## src/sv/cdf_pkg.sv

```systemverilog
// shared types, register codes and the divider step for the cavity density factor block
`default_nettype none
package cdf_pkg;
	localparam int FRAC_BITS_DEF = 16;
	localparam int MAG_W = 25;
	localparam int DEN_W = 24;
	localparam int DAY_UNITS = 6144;

	localparam logic [2:0] REG_ILAT_MID        = 3'd0;
	localparam logic [2:0] REG_ILAT_HALF_WIDTH = 3'd1;
	localparam logic [2:0] REG_MLT_MID         = 3'd2;
	localparam logic [2:0] REG_MLT_HALF_WIDTH  = 3'd3;
	localparam logic [2:0] REG_TOP_HEIGHT      = 3'd4;
	localparam logic [2:0] REG_FLOOR_HEIGHT    = 3'd5;
	localparam logic [2:0] REG_DEPTH_SCALE     = 3'd6;
	localparam logic [2:0] REG_CAVITY_ENABLED  = 3'd7;

	localparam int LANE_H = 0;
	localparam int LANE_X = 1;
	localparam int LANE_Y = 2;

	typedef struct packed {
		logic [14:0] ilat_mid;
		logic [14:0] ilat_half_width;
		logic [12:0] mlt_mid;
		logic [12:0] mlt_half_width;
		logic [23:0] top_height;
		logic [23:0] floor_height;
		logic [16:0] depth_scale;
		logic        cavity_enabled;
	} cdf_cfg_t;

	typedef struct packed {
		logic valid;
		logic hit;
	} cdf_ctl_t;

	typedef struct packed {
		cdf_ctl_t                  ctl;
		logic                      hlow;
		logic [2:0]                neg;
		logic [2:0]                zero;
		logic [2:0][MAG_W-1:0]     mag;
		logic [2:0][DEN_W-1:0]     den;
	} cdf_div_in_t;

	// one restoring step: quotient bit on top, new remainder below
	function automatic logic [DEN_W:0] div_step(input logic [DEN_W-1:0] rem,
			input logic nbit, input logic [DEN_W-1:0] den);
		logic [DEN_W:0] trial;
		logic [DEN_W:0] diff;
		trial = {rem, nbit};
		diff = trial - {1'b0, den};
		if (trial >= {1'b0, den}) begin
			div_step = {1'b1, diff[DEN_W-1:0]};
		end else begin
			div_step = {1'b0, trial[DEN_W-1:0]};
		end
	endfunction
endpackage
`default_nettype wire

```

## src/sv/cdf_sinsq.sv

```systemverilog
// squared sine of a quarter-turn phase, five multiply stages
`default_nettype none
module cdf_sinsq import cdf_pkg::*; #(
	parameter int FRAC_BITS = FRAC_BITS_DEF
) (
	input  wire                  clk,
	input  wire [FRAC_BITS+1:0]  phase,
	output logic [FRAC_BITS:0]   sq
);
	localparam int F = FRAC_BITS;
	localparam int VW = F + 1;
	localparam int CW = F + 2;
	localparam int PW = VW + CW;
	localparam logic [VW-1:0] ONE_V = {1'b1, {F{1'b0}}};
	localparam logic [CW-1:0] ONE_C = {2'b01, {F{1'b0}}};
	localparam logic [CW-1:0] COEF_A = CW'(64'd1686629713 >> (30 - F));
	localparam logic [CW-1:0] COEF_B = CW'(64'd693598564 >> (30 - F));
	localparam logic [CW-1:0] COEF_C = CW'(64'd80710675 >> (30 - F));

	logic [VW-1:0]   xf;
	logic [2*VW-1:0] p1, p5;
	logic [PW-1:0]   p2, p3, p4;
	logic [CW-1:0]   rr;

	logic [VW-1:0] x_s1, x2_s1, x_s2, x2_s2, x_s3, r_s4, sq_s5;
	logic [CW-1:0] t1_s2, t_s3;

	// odd quadrants run the fraction backwards; sign is lost in the square
	assign xf = phase[F] ? ONE_V - {1'b0, phase[F-1:0]} : {1'b0, phase[F-1:0]};
	assign p1 = xf * xf;
	assign p2 = x2_s1 * COEF_C;
	assign p3 = x2_s2 * t1_s2;
	assign p4 = x_s3 * t_s3;
	assign rr = p4[F+CW-1:F];
	assign p5 = r_s4 * r_s4;

	always_ff @(posedge clk) begin
		x_s1 <= xf;
		x2_s1 <= p1[F+VW-1:F];
		x_s2 <= x_s1;
		x2_s2 <= x2_s1;
		t1_s2 <= COEF_B - p2[F+CW-1:F];
		x_s3 <= x_s2;
		t_s3 <= COEF_A - p3[F+CW-1:F];
		r_s4 <= (rr > ONE_C) ? ONE_V : rr[VW-1:0];
		sq_s5 <= p5[F+VW-1:F];
	end

	assign sq = sq_s5;
endmodule
`default_nettype wire

```

## config.mk

```make
export PLATFORM = sky130hd
export DESIGN_NAME = cdf_sinsq
export DESIGN_NICKNAME = d
export VERILOG_FILES = /design/src/sv/cdf_pkg.sv /design/src/sv/cdf_sinsq.sv
export SDC_FILE = /design/constraint.sdc
export NUM_CORES = 2
export LEC_CHECK = 0
export BUFFER_PORTS_ARGS = -buffer_cell sky130_fd_sc_hd__buf_4
export CELL_PAD_IN_SITES_DETAIL_PLACEMENT = 1
export CELL_PAD_IN_SITES_GLOBAL_PLACEMENT = 2
export CORE_MARGIN = 3
export CORE_UTILIZATION = 44
export CTS_BUF_LIST = sky130_fd_sc_hd__clkbuf_4 sky130_fd_sc_hd__clkbuf_8
export DETAILED_ROUTE_END_ITERATION = 7
export GPL_TIMING_DRIVEN = 0
export PLACE_DENSITY = 0.82
export SETUP_SLACK_MARGIN = 0.1
export SYNTH_ARGS = -nofsm -noshare
export SYNTH_HDL_FRONTEND = slang
export SYNTH_SLANG_ARGS = --single-unit
```

## constraint.sdc

```tcl
create_clock -name clk -period 10.8 [get_ports clk]
set_input_delay 1.08 -clock clk [delete_from_list [all_inputs] [get_ports clk]]
set_output_delay 1.08 -clock clk [all_outputs]
set_load 0.005 [all_outputs]
```

==> results.json <==
{
  "drv_cap": 0,
  "syn2layout_area_growth_pct": 5.66,
  "synth_top_area_share_pct": 43.6,
  "grt_max_degree": 17,
  "globalRoute.totalOverflow": 0,
  "clk_latency_ps": 550,
  "synth_top_flop_cell": "dfxtp_1",
  "fp.coreArea_sq_mm": 0.0935,
  "outcome": "finished clean",
  "fmax_ghz": 0.0984,
  "grt_pass1_vias": 33856,
  "hpwl_um": 92300,
  "port_buffers": 34,
  "drive_above_1_share_pct": 2.77,
  "cts-htree-levels": 4,
  "period_needed_ps": 10160,
  "row_count": 112,
  "clockBufferDepth": 2,
  "cts_buffers": 17,
  "avgSynthCellArea_sq_um": 9.14,
  "chipWidth_um": 313,
  "hold_viol_final": 0,
  "cp_max_fo": 11,
  "clk_pin_slew_worst_paths_ps": 100,
  "cts_tree": "yes",
  "dieArea_sq_mm": 0.0983,
  "yosys.cell_types.count": 86,
  "end_kind": "register",
  "wl_per_cell_um": 18.0,
  "vias": 29053,
  "layout_commonest_cell": "inv_1",
  "cp_slowest_cell": "xor2_1",
  "slowest_delay_ps": 780,
  "arrival_ps": 10630,
  "drc_errors": 0,
  "clkSinkCount": 153,
  "final_nets": 6047,
  "ios": 36,
  "max_slew_margin_pct": 22.6,
  "fin_util_pct": 47.0,
  "routed_wl_um": 106000,
  "vias_per_cell": 4.94,
  "dieHeight_um": 313,
  "syn_area_sq_mm": 0.0416,
  "ant_nets": 0,
  "ys_warn_count": 0,
  "ys_ff_latch": 153,
  "required_ps": 11270,
  "hold_path_class": "register to register",
  "drtIter0Drc": 994,
  "fin_crit_sh_pct": 94.1,
  "start_kind": "primary input",
  "antenna_found_initial": 1,
  "yosysTopAreaCell": "fa_1",
  "worst_slew_pin_slew_ps": 1160,
  "firstDrtPassIters": 5,
  "syn_inst": 4552,
  "rsz0062_at_grt": "false",
  "gp_congestion": 0.840,
  "yosysSeqAreaShare_pct": 7.36,
  "cp_common_cell": "fa_1",
  "synth_edf_count": 0,
  "path_class": "primary input to register",
  "start_util_pct": 44.5,
  "clockRootBuffer": "clkbuf_8",
  "final_cell_mix": "inv_1 (1280), fa_1 (906), nand2_1 (557)",
  "holdWs_ps": 329,
  "synth_area_leaders": "fa_1 (44%), ha_1 (15%), inv_1 (12%), dfxtp_1 (7.4%), nand2_1 (5.0%)",
  "grt_pass1_wl_um": 177000,
  "skew_ps": 25.1,
  "async_flop_share_pct": 0,
  "slew_viol_final": 0,
  "finalSetupViolCount": 0,
  "grt_usage_pct": 22.8
}
## worst max-delay path, delay by kind of cell
| kind | cells | cell delay, ps |
|---|---|---|
| AND/OR/NAND/NOR | 8 | 2260 |
| adder cells (fa/ha/maj) | 7 | 3300 |
| XOR/XNOR | 2 | 910 |
| buffers and inverters | 6 | 630 |
| AO/OA/AOI/OAI | 9 | 2420 |
## cells in the mapped netlist, types with 9 or more instances
cell type and number:
a211oi_1 9, a21o_1 50, a21oi_1 79, a31oi_1 11
and2_1 282, and3_1 14, and4_1 9, clkbuf_1 127
dfxtp_1 153, fa_1 906, ha_1 507, inv_1 1280
nand2_1 557, nand2b_1 11, nand3_1 27, nor2_1 132
nor2_2 9, nor2b_1 14, nor3_1 21, o211ai_1 10
o21a_1 14, o21ai_0 39, o31ai_1 9, xnor2_1 85
xor2_1 49
## sequential cells by signal (all words and copies together) (netlist names)
name   cells
x2_s2     17
r_s4      17
sq        17
x2_s1     17
x_s2      17
x_s3      17
x_s1      17
t_s3      18
t1_s2     16
## cell families (layout without fill, tap and decap cells)
kind of cell / count (synthesis) / in the layout / share of synthesized area [%]
AOI/OAI and AO/OA: 310 / 310 / 5.31
xor gates and xnor gates: 134 / 134 / 2.82
adders and majority gates: 1413 / 1413 / 58.8
buffers and inverters: 1415 / 1480 / 12.8
DFF: 153 / 153 / 7.36
muxes: 6 / 6 / 0.150
other: 2 / 14 / 0.0181
and+or+nand+nor: 1119 / 1119 / 12.7
## repair_timing
item | 4_1_cts | 5_1_grt
hold buffers | 0 | 0
endpoints found under the setup margin | 13 | 8
gates resized for setup | 6 | 4
buffers inserted | 1 | 0
pin swaps | 1 | 0
## final timing paths
| check | start | endpoint | slack [ps] | depth (start not counted) |
|---|---|---|---|---|
| worst max register to register | t1_s2[7] | t_s3[17] | 1730 | 29 |
| worst min-delay path | x_s1[8] | x_s2[8] | 330 | 0 |
| worst max-delay path | phase[3] | x2_s1[16] | 640 | 32 |
| worst min register to register | x_s1[8] | x_s2[8] | 330 | 0 |
## cell type report
type,count,area (sq um)
fillers,10975,49500
clock inverters,13,186
diodes,2,5.00
plain buffers,128,487
well taps,1254,1570
clock buffers,18,248
inverters,1286,4830
repair buffers,35,263
multi-input cells,2994,33300
flip-flops and latches,153,3060
## per-layer routing
metal	global-route usage, %	vias to the layer above	wire, um
li1	-	13512	-
met1	29.5	15031	45700
met2	40.4	390	53300
met3	2.74	120	3800
met4	6.49	0	2910
met5	0	-	0
## stage by stage
| stage | cells | instance area, sq um | setup WS [ps] | setup TNS (ps) |
|---|---|---|---|---|
| floorplan | 4562 | 41600 | 1420 | 0 |
| global placement | 5850 | 43500 | -1580 | -15610 |
| detailed placement | 5850 | 43500 | -1640 | -16740 |
| CTS | 5882 | 43900 | 150 | 0 |
| global route | 5882 | 44000 | 156 | 0 |
| finish | 5883 | 44000 | 637 | 0 |
Power is not shown: default switching activity piles up to over one toggle a cycle in this logic, so the estimate is an artifact.
