$ cat config.mk
export PLATFORM = sky130hd
export DESIGN_NAME = cdf_blend
export DESIGN_NICKNAME = d
export VERILOG_FILES = /design/src/sv/cdf_pkg.sv /design/src/sv/cdf_blend.sv
export SDC_FILE = /design/constraint.sdc
export NUM_CORES = 2
export LEC_CHECK = 0
export BUFFER_PORTS_ARGS = -buffer_cell sky130_fd_sc_hd__buf_2
export CAP_MARGIN = 25
export CORE_MARGIN = 2
export CORE_UTILIZATION = 50
export DETAILED_ROUTE_END_ITERATION = 6
export PLACE_DENSITY = 0.66
export SKIP_LAST_GASP = 1
export SYNTH_ARGS = -nofsm -noshare
export SYNTH_HDL_FRONTEND = slang
export SYNTH_SLANG_ARGS = --single-unit
$ cat constraint.sdc
create_clock -name clk -period 10.79 [get_ports clk]
set_input_delay 2.6975 -clock clk [delete_from_list [all_inputs] [get_ports clk]]
set_output_delay 2.6975 -clock clk [all_outputs]
set_load 0.05 [all_outputs]
$ cat src/sv/cdf_pkg.sv
// shared types, register codes and the divider step for the cavity density factor block
`default_nettype none
package cdf_pkg;
	localparam int FRAC_BITS_DEF = 16;
	localparam int MAG_W = 25;
	localparam int DEN_W = 24;
	localparam int DAY_UNITS = 6144;

	localparam logic [2:0] REG_ILAT_MID        = 3'd0;
	localparam logic [2:0] REG_ILAT_HALF_WIDTH = 3'd1;
	localparam logic [2:0] REG_MLT_MID         = 3'd2;
	localparam logic [2:0] REG_MLT_HALF_WIDTH  = 3'd3;
	localparam logic [2:0] REG_TOP_HEIGHT      = 3'd4;
	localparam logic [2:0] REG_FLOOR_HEIGHT    = 3'd5;
	localparam logic [2:0] REG_DEPTH_SCALE     = 3'd6;
	localparam logic [2:0] REG_CAVITY_ENABLED  = 3'd7;

	localparam int LANE_H = 0;
	localparam int LANE_X = 1;
	localparam int LANE_Y = 2;

	typedef struct packed {
		logic [14:0] ilat_mid;
		logic [14:0] ilat_half_width;
		logic [12:0] mlt_mid;
		logic [12:0] mlt_half_width;
		logic [23:0] top_height;
		logic [23:0] floor_height;
		logic [16:0] depth_scale;
		logic        cavity_enabled;
	} cdf_cfg_t;

	typedef struct packed {
		logic valid;
		logic hit;
	} cdf_ctl_t;

	typedef struct packed {
		cdf_ctl_t                  ctl;
		logic                      hlow;
		logic [2:0]                neg;
		logic [2:0]                zero;
		logic [2:0][MAG_W-1:0]     mag;
		logic [2:0][DEN_W-1:0]     den;
	} cdf_div_in_t;

	// one restoring step: quotient bit on top, new remainder below
	function automatic logic [DEN_W:0] div_step(input logic [DEN_W-1:0] rem,
			input logic nbit, input logic [DEN_W-1:0] den);
		logic [DEN_W:0] trial;
		logic [DEN_W:0] diff;
		trial = {rem, nbit};
		diff = trial - {1'b0, den};
		if (trial >= {1'b0, den}) begin
			div_step = {1'b1, diff[DEN_W-1:0]};
		end else begin
			div_step = {1'b0, trial[DEN_W-1:0]};
		end
	endfunction
endpackage
`default_nettype wire

$ cat src/sv/cdf_blend.sv
// height profile and bowl blend, final square and result register
`default_nettype none
module cdf_blend import cdf_pkg::*; #(
	parameter int FRAC_BITS = FRAC_BITS_DEF
) (
	input  wire                clk,
	input  wire                arst_n,
	input  cdf_ctl_t           ctl_i,
	input  wire [FRAC_BITS:0]  hf2,
	input  wire [FRAC_BITS:0]  sx2,
	input  wire [FRAC_BITS:0]  sy2,
	input  wire [FRAC_BITS:0]  cy2,
	input  wire [16:0]         depth_scale,
	output logic               done,
	output logic [16:0]        gain,
	output logic               inside_res
);
	localparam int F = FRAC_BITS;
	localparam int VW = F + 1;
	localparam int UP = (F >= 16) ? F - 16 : 0;
	localparam int DN = (F < 16) ? 16 - F : 0;
	localparam logic [VW-1:0] ONE_V = {1'b1, {F{1'b0}}};

	logic [25:0]     s_w;
	logic [VW-1:0]   s_v;
	logic [2*VW-1:0] pb, pbx, pg, pgg;
	logic [VW:0]     bowl_sum;
	logic [VW+7:0]   gx;

	logic [VW-1:0] base_s1, bowl_s1, g_s2;
	cdf_ctl_t      ctl_s1, ctl_s2;
	logic          done_q, inside_q;
	logic [16:0]   gain_q;

	always_comb begin
		s_w = ({9'b0, depth_scale} << UP) >> DN;
		s_v = (s_w > 26'(ONE_V)) ? ONE_V : s_w[VW-1:0];
		pb = (ONE_V - s_v) * hf2;
		pbx = sx2 * cy2;
		bowl_sum = {1'b0, pbx[F+VW-1:F]} + {1'b0, sy2};
		pg = (ONE_V - base_s1) * bowl_s1;
		pgg = g_s2 * g_s2;
		gx = ({8'b0, pgg[F+VW-1:F]} << DN) >> UP;
	end

	always_ff @(posedge clk or negedge arst_n) begin
		if (!arst_n) begin
			ctl_s1.valid <= 1'b0;
			ctl_s2.valid <= 1'b0;
			done_q <= 1'b0;
		end else begin
			ctl_s1 <= ctl_i;
			base_s1 <= pb[F+VW-1:F] + s_v;
			bowl_s1 <= (bowl_sum > {1'b0, ONE_V}) ? ONE_V : bowl_sum[VW-1:0];
			ctl_s2 <= ctl_s1;
			g_s2 <= pg[F+VW-1:F] + base_s1;
			done_q <= ctl_s2.valid;
			inside_q <= ctl_s2.hit;
			gain_q <= ctl_s2.hit ? gx[16:0] : 17'd65536;
		end
	end

	assign done = done_q;
	assign gain = gain_q;
	assign inside_res = inside_q;
endmodule
`default_nettype wire

==> metrics <==
final hold vios=0; PortBufs=107; nets@finish=6421; EDFF count, synth=71; Final setup viols=13; H-tree depth=3; Core ar.=0.0840 mm2; type of the worst min-delay path=reg -> reg; detailed placement HPWL=84500 um; Slowest cell on crit path=fa_1; proportion of layout cells with a drive suffix above 1=0.0952; Slew Limit Fails=0; max incr delay on CP=0.54 ns; clk buf depth=2; critical path class=in -> reg; vias per inst=5.09; outcome=finished, violations left; Max-cap violations=0; setup TNS=-8.58 ns; Placement Cell Area=0.0460 mm2; ys flop type=edfxtp_1; worst r2r src=base_s1[3]$_DFFE_PP_; first-pass iteration count of the detailed router=5; Max-slew headroom=0.317; placer congestion estimate=0.876; FF-to-FF setup slack=0.71 ns; IO Count=108; Arr. time, crit path=11.90 ns; number of global-route vias before repair=33000; initial antenna violation count=6; clk_lat worst skew=0.38 ns; GRT Total Usage=0.238; Setup Skew=0.0148 ns; Post-synth ARST share=0.0405; Worst Slack Setup Final=-0.999 ns; crit end category=flop; Cell Rows=106; Cells after Synth=4667; Remaining DRCs=0; DRT antenna net count=0; die height=296 um; Syn Area/Cell=9.12 um2; Register Area=0.00221 mm2; register area share after synthesis=0.0519; Clock transition at path regs=0.06 ns; Clock Sinks=74; WP data required=10.90 ns; crit path from=depth_scale[4]; chip width=296 um; Starting Density=0.507; r2r endpoint=g_s2[16]$_DFFE_PP_; total wire length=98000 um; fin crit share=1.09; Crit path top cell by count=fa_1; Mapped Area=0.0425 mm2; Slew @ Worst Pin=1.02 ns; Root Driver=clkbuf_16; via count=30800; Layout area overhead=10.0%; hold_buf cts=0; largest net degree at the start of global routing=66; Tmin final=11.79 ns; worst-path fanout max=5; failing checks=negative setup slack; first-pass GRT wire length=165000 um; Non-Filler Instances=6062; crit path to=base_s1[16]$_DFFE_PP_; WL per Instance=16.2 um; design area=0.0468 mm2; number of library cell types mapped by synthesis=79; unrepaired setup endpoints after global routing=true; Achievable Freq=84.8 MHz; Ys Warns=0; Reg2Reg Depth=32; residual overflow from global routing=0; placed cells=6026; DIE AREA=0.0874 mm2; fillcell total=7560; startpoint types=input port; Multi-input gate area=0.0355 mm2; number of synthesized register bits=74; Iteration-0 DRC Markers=1406; CTS tree=yes; CTS Buf Count=9
## Yosys cell counts (7+ instances only)
master | n | area [um2]
nor2_1 | 122 | 458
a21o_1 | 18 | 135
and3_1 | 20 | 125
a211o_1 | 7 | 61.3
o21ai_0 | 41 | 205
nand3_1 | 20 | 100
or2_2 | 8 | 50.1
nor4_1 | 10 | 62.6
clkbuf_1 | 143 | 537
ha_1 | 419 | 5240
xnor2_1 | 112 | 981
a21oi_1 | 72 | 360
a31oi_1 | 11 | 68.8
fa_1 | 992 | 19900
and4_1 | 7 | 61.3
and2_1 | 446 | 2790
o21a_1 | 18 | 135
nor2b_1 | 26 | 163
nand2_1 | 590 | 2210
nor3_1 | 31 | 155
o21bai_1 | 12 | 90.1
o211ai_1 | 7 | 52.6
edfxtp_1 | 71 | 2130
xor2_1 | 49 | 429
nand2b_1 | 14 | 87.6
inv_1 | 1262 | 4740
or3_1 | 13 | 81.3
a211oi_1 | 14 | 105
## worst max-delay path: cells and delay by family
kind            cells  cell delay [ns]
xor+xnor            2             0.32
fa+ha+maj           8             3.38
buf+inv             6             0.47
simple gates       10             2.43
compound gates     12             2.59
## logic make-up (layout without fill, tap and decap cells)
kind of cell	Yosys count	after routing	share of synthesized area
and+or+nand+nor	1332	1332	0.154
xor gates and xnor gates	164	164	0.0349
adders and majority gates	1411	1411	0.590
DFF	74	74	0.0519
muxes	3	3	0.000794
buffers and inverters	1416	1646	0.125
AOI/OAI and AO/OA	265	266	0.0425
other	2	32	0.000177
## per-layer routing
| layer | track usage | wire [um] | vias to the layer above |
|---|---|---|---|
| met5 | 0 | 55 | - |
| met4 | 0.0782 | 3370 | 8 |
| met3 | 0.0220 | 4200 | 164 |
| met1 | 0.310 | 40600 | 15800 |
| met2 | 0.417 | 49700 | 719 |
| li1 | - | - | 14200 |
## worst min path at each step
| stage | startpoint | end | slack, ns | cells after the start |
|---|---|---|---|---|
| final | ctl_s2[1]$_DFF_PN0_ | done$_DFF_PN0_ | 0.35 | 0 |
| after global routing | ctl_s2[1]$_DFF_PN0_ | done$_DFF_PN0_ | 0.35 | 0 |
| after CTS | ctl_s2[1]$_DFF_PN0_ | done$_DFF_PN0_ | 0.35 | 0 |
| after detailed placement | ctl_s2[1]$_DFF_PN0_ | done$_DFF_PN0_ | 0.34 | 0 |
| after global placement | ctl_s2[1]$_DFF_PN0_ | done$_DFF_PN0_ | 0.33 | 0 |
| after floorplan | ctl_s1[1]$_DFF_PN0_ | ctl_s2[1]$_DFF_PN0_ | 0.33 | 0 |
## through the flow
step	setup WS [ns]	util	hold WS [ns]
after floorplan	-1.01	-	0.331
after global placement	-1.43	0.548	0.334
after detailed placement	-1.55	0.548	0.336
after CTS	-0.968	0.555	0.349
after global routing	-1.39	0.558	0.355
final	-0.999	0.558	0.348
## area by class of cell
class                   instances  area share
repair buffers                368      0.0562
clock inverters                 7     0.00208
flip-flops and latches         74      0.0471
multi-input cells            3206       0.758
clock buffers                   9     0.00481
well taps                    1134      0.0303
diodes                          2    0.000107
inverters                    1262       0.101
## sequential cells by signal, indices dropped and copies added (netlist names)
| signal | cells |
|---|---|
| bowl_s1 | 17 |
| g_s2 | 17 |
| ctl_s1 | 2 |
| gain | 17 |
| inside_res | 1 |
| done | 1 |
| base_s1 | 17 |
| ctl_s2 | 2 |
## what timing repair did
item / CTS / global route
cloned: 1 / 0
endpoints found under the setup margin: 13 / 30
resized for setup: 27 / 41
buffers inserted: 11 / 7
pin swaps: 20 / 23
## cells in the final DEF, fill, tap and decap left out, types with 8 or more instances in the layout
cell and count:
o21ai_0 34, buf_4 245, or3_1 13, xor2_1 48
fa_1 989, inv_1 1261, clkbuf_16 9, nor2_1 117
xnor2_1 108, a21o_1 18, nor4_1 9, buf_2 102
buf_6 13, a21oi_2 9, o21a_1 18, and2_1 441
a211oi_1 10, a21oi_1 60, conb_1 30, edfxtp_1 71
nor3_1 29, nand2b_1 14, a31oi_1 9, o21bai_1 12
nand3_1 20, or2_2 8, nand2_1 589, ha_1 415
nor2b_1 26, and3_1 19
Power is left out: the tool's default activity adds up to more than one toggle a clock period on the data nets, which glitch-free logic cannot reach.
